===== config.mk =====
export PLATFORM = sky130hd
export DESIGN_NAME = arsd_parser
export DESIGN_NICKNAME = d
export VERILOG_FILES = /design/src/rtl/arsd_pkg.sv /design/src/rtl/arsd_parser.sv
export SDC_FILE = /design/constraint.sdc
export NUM_CORES = 1
export LEC_CHECK = 0
export BUFFER_PORTS_ARGS = -buffer_cell sky130_fd_sc_hd__buf_4
export CORE_UTILIZATION = 60
export DETAILED_ROUTE_END_ITERATION = 7
export HOLD_SLACK_MARGIN = 0.05
export PLACE_DENSITY = 0.91
export SLEW_MARGIN = 30
export SYNTH_ARGS = -nofsm -noshare
export SYNTH_HDL_FRONTEND = slang
export SYNTH_SLANG_ARGS = --single-unit

===== constraint.sdc =====
create_clock -name aclk -period 7.8 [get_ports aclk]
set_clock_uncertainty 0.2 [all_clocks]
set_input_delay 0.78 -clock aclk [delete_from_list [all_inputs] [get_ports aclk]]
set_output_delay 0.78 -clock aclk [all_outputs]
set_load 0.03 [all_outputs]

===== src/rtl/arsd_pkg.sv =====
package arsd_pkg;

    localparam int PAL_DEPTH = 256;
    localparam logic [16:0] MAX_FRAME_PIXELS = 17'h10000;
    localparam logic [16:0] FRAME_PIXELS_RST = 17'd64000;
    localparam logic [15:0] POS_CAP = 16'hFFFF;
    localparam logic [14:0] LRUN_BASE = 15'h4000;

    typedef enum logic [1:0] {
        OP_BYTE  = 2'd0,
        OP_PAL   = 2'd1,
        OP_START = 2'd2
    } op_t;

    typedef struct packed {
        logic [7:0] r;
        logic [7:0] g;
        logic [7:0] b;
    } rgb_t;

    // span request from the parser, before the palette lookup
    typedef struct packed {
        logic        valid;
        logic [15:0] start;
        logic [13:0] len;
        logic        done;
    } span_t;

    typedef struct packed {
        logic [15:0] start;
        logic [13:0] len;
        rgb_t        rgb;
        logic        done;
    } out_t;

endpackage


===== src/rtl/arsd_parser.sv =====
module arsd_parser
    import arsd_pkg::*;
(
    input  logic        aclk,
    input  logic        aresetn,
    input  logic        step_en,
    input  op_t         op,
    input  logic [7:0]  data_byte,
    input  logic [16:0] frame_pixels,
    output span_t       span
);

    typedef enum logic [11:0] {
        PH_HDR0       = 12'b0000_0000_0001,
        PH_HDR1       = 12'b0000_0000_0010,
        PH_HDR2       = 12'b0000_0000_0100,
        PH_HDR3       = 12'b0000_0000_1000,
        PH_OPCODE     = 12'b0000_0001_0000,
        PH_DUMP       = 12'b0000_0010_0000,
        PH_SRUN_COUNT = 12'b0000_0100_0000,
        PH_SRUN_COLOR = 12'b0000_1000_0000,
        PH_LONG_LO    = 12'b0001_0000_0000,
        PH_LONG_HI    = 12'b0010_0000_0000,
        PH_LRUN_COLOR = 12'b0100_0000_0000,
        PH_DONE       = 12'b1000_0000_0000
    } phase_t;

    phase_t      phase_reg, phase_next;
    logic [16:0] pos_reg, pos_next;
    logic [14:0] remain_reg, remain_next;
    logic [7:0]  hold_reg, hold_next;

    logic [16:0] limit;
    logic [14:0] adv_amt;
    logic        adv_en;
    logic [17:0] adv_sum;
    logic [16:0] adv_pos;
    logic [13:0] emit_len;
    logic        emit_en;
    logic        done_en;
    logic [16:0] room;
    logic [13:0] clip_len;
    logic [14:0] dec_remain;
    logic [15:0] word;

    assign limit    = (frame_pixels > MAX_FRAME_PIXELS) ? MAX_FRAME_PIXELS : frame_pixels;
    assign adv_sum  = {1'b0, pos_reg} + {3'b000, adv_amt};
    assign adv_pos  = (adv_sum > {1'b0, MAX_FRAME_PIXELS}) ? MAX_FRAME_PIXELS : adv_sum[16:0];
    assign room     = limit - pos_reg;
    assign clip_len = ({3'b000, emit_len} > room) ? room[13:0] : emit_len;
    assign dec_remain = (remain_reg == '0) ? '0 : remain_reg - 15'd1;
    assign word     = {data_byte, hold_reg};

    always_comb begin
        phase_next  = phase_reg;
        pos_next    = pos_reg;
        remain_next = remain_reg;
        hold_next   = hold_reg;
        adv_amt     = '0;
        adv_en      = 1'b0;
        emit_len    = '0;
        emit_en     = 1'b0;
        done_en     = 1'b0;
        span        = '0;

        if (step_en) begin
            unique case (op)
                OP_START: begin
                    phase_next  = PH_HDR0;
                    pos_next    = '0;
                    remain_next = '0;
                    hold_next   = '0;
                end
                OP_BYTE: begin
                    unique case (phase_reg)
                        PH_HDR0: phase_next = PH_HDR1;
                        PH_HDR1: phase_next = PH_HDR2;
                        PH_HDR2: phase_next = PH_HDR3;
                        PH_HDR3: phase_next = PH_OPCODE;
                        PH_OPCODE: begin
                            if (data_byte == 8'd0) begin
                                phase_next = PH_SRUN_COUNT;
                            end else if (!data_byte[7]) begin
                                remain_next = {7'd0, data_byte};
                                phase_next  = PH_DUMP;
                            end else if (data_byte[6:0] != 7'd0) begin
                                adv_en  = 1'b1;
                                adv_amt = {8'd0, data_byte[6:0]};
                            end else begin
                                phase_next = PH_LONG_LO;
                            end
                        end
                        PH_DUMP: begin
                            remain_next = dec_remain;
                            if (dec_remain == '0) begin
                                phase_next = PH_OPCODE;
                            end
                            emit_en  = 1'b1;
                            emit_len = 14'd1;
                        end
                        PH_SRUN_COUNT: begin
                            hold_next  = data_byte;
                            phase_next = PH_SRUN_COLOR;
                        end
                        PH_SRUN_COLOR: begin
                            phase_next = PH_OPCODE;
                            emit_en    = 1'b1;
                            emit_len   = {6'd0, hold_reg};
                        end
                        PH_LONG_LO: begin
                            hold_next  = data_byte;
                            phase_next = PH_LONG_HI;
                        end
                        PH_LONG_HI: begin
                            phase_next = PH_OPCODE;
                            if (word == 16'd0) begin
                                phase_next = PH_DONE;
                                done_en    = 1'b1;
                            end else if (!word[15]) begin
                                adv_en  = 1'b1;
                                adv_amt = word[14:0];
                            end else if (word[14:0] >= LRUN_BASE) begin
                                remain_next = word[14:0] - LRUN_BASE;
                                phase_next  = PH_LRUN_COLOR;
                            end else if (word[14:0] != 15'd0) begin
                                remain_next = word[14:0];
                                phase_next  = PH_DUMP;
                            end
                        end
                        PH_LRUN_COLOR: begin
                            phase_next = PH_OPCODE;
                            emit_en    = 1'b1;
                            emit_len   = remain_reg[13:0];
                        end
                        PH_DONE: phase_next = PH_DONE;
                        default: phase_next = phase_reg;
                    endcase
                end
                default: phase_next = phase_reg;
            endcase
        end

        if (emit_en) begin
            adv_en  = 1'b1;
            adv_amt = {1'b0, emit_len};
        end
        if (adv_en) begin
            pos_next = adv_pos;
        end

        if (emit_en && (emit_len != '0) && (pos_reg < limit)) begin
            span.valid = 1'b1;
            span.start = pos_reg[15:0];
            span.len   = clip_len;
        end else if (done_en) begin
            span.valid = 1'b1;
            span.start = pos_reg[16] ? POS_CAP : pos_reg[15:0];
            span.done  = 1'b1;
        end
    end

    always_ff @(posedge aclk) begin
        if (!aresetn) begin
            phase_reg  <= PH_HDR0;
            pos_reg    <= '0;
            remain_reg <= '0;
            hold_reg   <= '0;
        end else begin
            phase_reg  <= phase_next;
            pos_reg    <= pos_next;
            remain_reg <= remain_next;
            hold_reg   <= hold_next;
        end
    end

endmodule


* Word level (Yosys, flattened, before mapping)
Index checks and enable logic that the tools add are counted.
Word-level totals: register bits after elaboration 52, output and inout port bits 32, logic and storage cells 117
Operators by class: add/subtract/negate cells 4, magnitude comparators 5, eq/ne operators 23, muxes and demuxes 61, reductions and logical operators 20
Operators with widths (count):
- 2-to-1 mux 15 bit | 12
- case mux 12 bit (10 select lines) | 1
- 2-to-1 mux 17 bit | 7
- 2-to-1 mux 12 bit | 5
- case mux 15 bit (2 select lines) | 2
- 2-to-1 mux 14 bit | 4
- case mux 15 bit (3 select lines) | 1
- case mux 14 bit (3 select lines) | 1
- logical NOT 15 bit | 2
- case mux 12 bit (2 select lines) | 1
- 2-to-1 mux 11 bit | 2
- 2-to-1 mux 7 bit | 3
- adder 17 x 15 -> 18 bit | 1
- > comparator 18 x 17 -> 1 bit, second input constant | 1
- > comparator 14 x 17 -> 1 bit | 1
- > comparator 17 bit, second input constant | 1
- < comparator 17 bit | 1
- 2-to-1 mux 1 bit | 17
- subtractor 17 bit | 1
- logical NOT 16 bit | 1
- 2-to-1 mux 16 bit | 1
- case mux 8 bit (2 select lines) | 1
- greater-or-equal comparator 15 bit, second input constant | 1
- != test 3 bit, second input constant | 5
- 36 further kinds | 40

* Longest topological paths before layout
word-level depth 12, depth in mapped cells 21

* Worst setup path after synthesis
OpenSTA, ideal clock, no wires.
path type input port to output port, start input port frame_pixels[3], end output port span[10] (netlist name), arrival time 4.868 ns, required time 6.820 ns, path slack 1.952 ns, stages on the path 18, buffers on the path 0, cell sequence nor4_1 -> a41oi_1 -> nor2b_1 -> ha_1 -> and3_1 -> a21boi_0 -> o21ai_0 -> a21oi_1 -> a2111oi_0 -> a311oi_1 -> ha_1 -> o21ai_0 -> nand2b_1 -> a21oi_1 -> nor4_1 -> and3_1 -> a21oi_1 -> a211oi_1
RTL lines:
- from (decl) | line arsd_parser.sv:9 | input logic [16:0] frame_pixels,
- to (decl) | line arsd_parser.sv:10 | output span_t span

==> impl_metrics.tcl <==
set metrics [dict create \
    detail_route.iter0.violations 753 \
    worst-slew-pin-transition_ns 0.851 \
    gr-total-overflow 0 \
    final_hold_viol_count 0 \
    critical-path-top-cell-by-count "a21oi_1" \
    path_class "in2out" \
    drc 0 \
    leakagePower_nw 2.67 \
    crit_chain "buf_4 -> nor4_1 -> a41oi_1 -> nor2b_1 -> ha_1 -> and3_1 -> a21boi_0 -> o21ai_0 -> a21oi_1 -> a2111oi_0 -> a311oi_1 -> ha_1 -> o21ai_0 -> nand2b_1 -> a21oi_1 -> nor4_1 -> nand3_1 -> or3_1 -> a21oi_1 -> buf_4" \
    cts_htree_levels 2 \
    wl_per_cell_um 17.9 \
    worst_hold_startpoint "remain_reg[14]" \
    std_cell_rows 36 \
    grt_setup_unrepaired "false" \
    core_um2 9860 \
    worstSkewPairLatency_ns 0.32 \
    cts_tree "done" \
    root_buffer "clkbuf_8" \
    worstHoldPathType "reg2reg" \
    r2r_start "phase_reg[0]" \
    switching_share_pct 33.2 \
    ys_types 79 \
    period_share_pct 86.5 \
    vias_per_cell 6.66 \
    vdd_ir_drop_max_uv 64.9 \
    max_cap_violations 0 \
    most_common_cell_after_layout_fill_and_taps_aside "nand2_1" \
    synthArstFlopShare_pct 0 \
    relSlewSlack_pct 41.8 \
    layout_common_cells "nand2_1, buf_4, nor2_1" \
    gpl.final_weighted_congestion 1.01 \
    run_status "finished clean" \
    power_frac_comb_pct 25.1 \
    design.portCount 62 \
    final_nets 957 \
    area.growth.synth_to_final_pct 8.96 \
    max-clock-path-buffers 2 \
    postCtsSetupBuffers 0 \
    final_max_slew_viol_count 0 \
    report.power.total_mw 0.582 \
    antenna_found_initial 0 \
    die_h_um 103 \
    synth-edff-count 0 \
    setup_viol_count_final 0 \
    number_of_flip_flops_under_the_largest_register_name 17 \
    cp-startpoint "frame_pixels[11]" \
    placed_area_um2 6630 \
    globalRouteTotalUtil_pct 34.4 \
    drt.antenna.violating_nets 0 \
    initial_utilization_pct 62.6 \
    tritoncts_num_sinks 52 \
    max_freq_mhz 148 \
    postSynthRegisterBits 52 \
    antenna_cells_inserted 0 \
    p_seq_share_pct 46.4 \
    postSynthAreaPerCell_um2 7.24 \
    final.fill_count 829 \
    power_density_nw_per_um2 86.6 \
    start_kind "input port" \
    finalSetupTns_ns 0 \
    layout.cell_area.non_filler_um2 6720 \
    cts_inserted_buffers 5 \
    routed-via-count 6742 \
    critical_path.top_delay_family "simple AND/OR/NAND/NOR gates" \
    place.detailed.hpwl_mm 14.1 \
    layout.cells.non_filler 1012 \
    floorplan.die_area_um2 10700 \
    worst_path_maximum_fanout 22 \
    cell_internal_pwr_mw 0.389 \
    kind_of_end_point_of_the_critical_path "primary output" \
    clock_group_share_of_total_power_pct 28.6 \
    grt_first_pass_wirelength_mm 28.8 \
    final_period_minus_worst_setup_slack_ns 6.74 \
    first_global_vias 5833 \
    netSwitchingPower_mw 0.193 \
    routed_wl_mm 18.2 \
    timing.reg2reg.setup_slack_ns 1.88 \
    post-place-cells 1004 \
    drtPass1Iterations 5 \
    critical-path-max-stage-delay_ns 0.49 \
    final_core_utilization_pct 68.2 \
    clkSlewWorstSetupHoldPaths_ns 0.11 \
    syn_area_um2 6170 \
    yosys_warnings 0 \
    ctsResizeCount 0 \
    synth.net_count 931 \
    holdBufCountCts 0 \
    crit_arrival_ns 5.76 \
    synth-main-ff-cell "dfxtp_1" \
    die_w_um 103 \
    syn_inst 852 \
    critical_path_buf_inv_count 2 \
    critical_path.slowest_cell "nand3_1" \
    maximum_number_of_pins_on_one_net_before_global_route_repair 39 \
    synth.yosys.seq_area_share_pct 16.9 \
    worst_ep_required_time_ns 6.82 \
    drive_above_1_share_pct 10.9 \
    port_buffers 61 \
]
[kinds of logic after synthesis]
group / synth area share (%)
xor gates and xnor gates: 4.54
adders and majority gates: 10.2
DFF: 16.9
and+or+nand+nor: 30.3
buffers and inverters: 5.47
AOI/OAI and AO/OA: 31.7
muxes: 1.01
[worst min-delay path, cell delays in order (launching register included)]
cell     delay, ns
dfxtp_1       0.38
nand2_1       0.08
nor2_1        0.04
[metal layers]
| layer | global-route usage [%] | share of wire (%) | vias to the layer above |
|---|---|---|---|
| met1 | 45.6 | 43 | 3080 |
| li1 | - | - | 3229 |
| met4 | 16.3 | 3.9 | 0 |
| met2 | 53.7 | 44 | 359 |
| met5 | 0 | 0 | - |
| met3 | 6.65 | 9.3 | 74 |
[worst paths after layout]
path | end | depth (start not counted)
max | span[11] | 20
max reg2reg | pos_reg[2] | 16
min reg2reg | remain_reg[14] | 2
min | remain_reg[14] | 2
[cells in the mapped netlist, types with 6 or more instances]
library cell / count / area share (%)
a211oi_1: 13 / 1.6
a21boi_0: 17 / 2.1
a21o_1: 25 / 3.0
a21oi_1: 61 / 4.9
a22o_1: 9 / 1.3
a22oi_1: 16 / 1.9
a31oi_1: 7 / 0.71
and2_1: 17 / 1.7
and3_1: 12 / 1.2
buf_2: 8 / 0.65
clkbuf_1: 34 / 2.1
dfxtp_1: 52 / 17
ha_1: 47 / 9.5
inv_1: 33 / 2.0
nand2_1: 69 / 4.2
nand2b_1: 14 / 1.4
nand3_1: 28 / 2.3
nand4_1: 16 / 1.6
nor2_1: 66 / 4.0
nor2b_1: 35 / 3.5
nor3_1: 24 / 1.9
nor3b_1: 6 / 0.73
nor4_1: 16 / 1.6
o21a_1: 22 / 2.7
o21ai_0: 51 / 4.1
o22ai_1: 9 / 0.91
or3_1: 15 / 1.5
or4_1: 6 / 0.73
xnor2_1: 17 / 2.4
xor2_1: 15 / 2.1
[metrics by stage]
stage | setup WS [ns] | hold WS (ns)
floorplan | 1.95 | 0.259
global placement | 1.22 | 0.297
detailed placement | 1.18 | 0.298
CTS | 1.18 | 0.315
global route | 0.721 | 0.336
finish | 1.06 | 0.323
[cell type report]
type	count	area [um2]	area share, %
inverter	33	124	1.84
sequential	52	1040	15.5
clock buffer	6	72.6	1.08
multi-input combinational	720	4810	71.5
timing repair buffer	66	495	7.37
tap	133	166	2.47
clock inverter	2	16.3	0.242
[power groups by stage]
stage / sequential (mW) / clock, mW / combinational, mW
after global routing: 0.270 / 0.174 / 0.159
final: 0.270 / 0.166 / 0.146
after global placement: 0.276 / 0 / 0.140
after floorplan: 0.275 / 0 / 0.0996
after detailed placement: 0.276 / 0 / 0.141
after CTS: 0.270 / 0.164 / 0.142
Note: power is estimated with default switching activity, not from simulation.
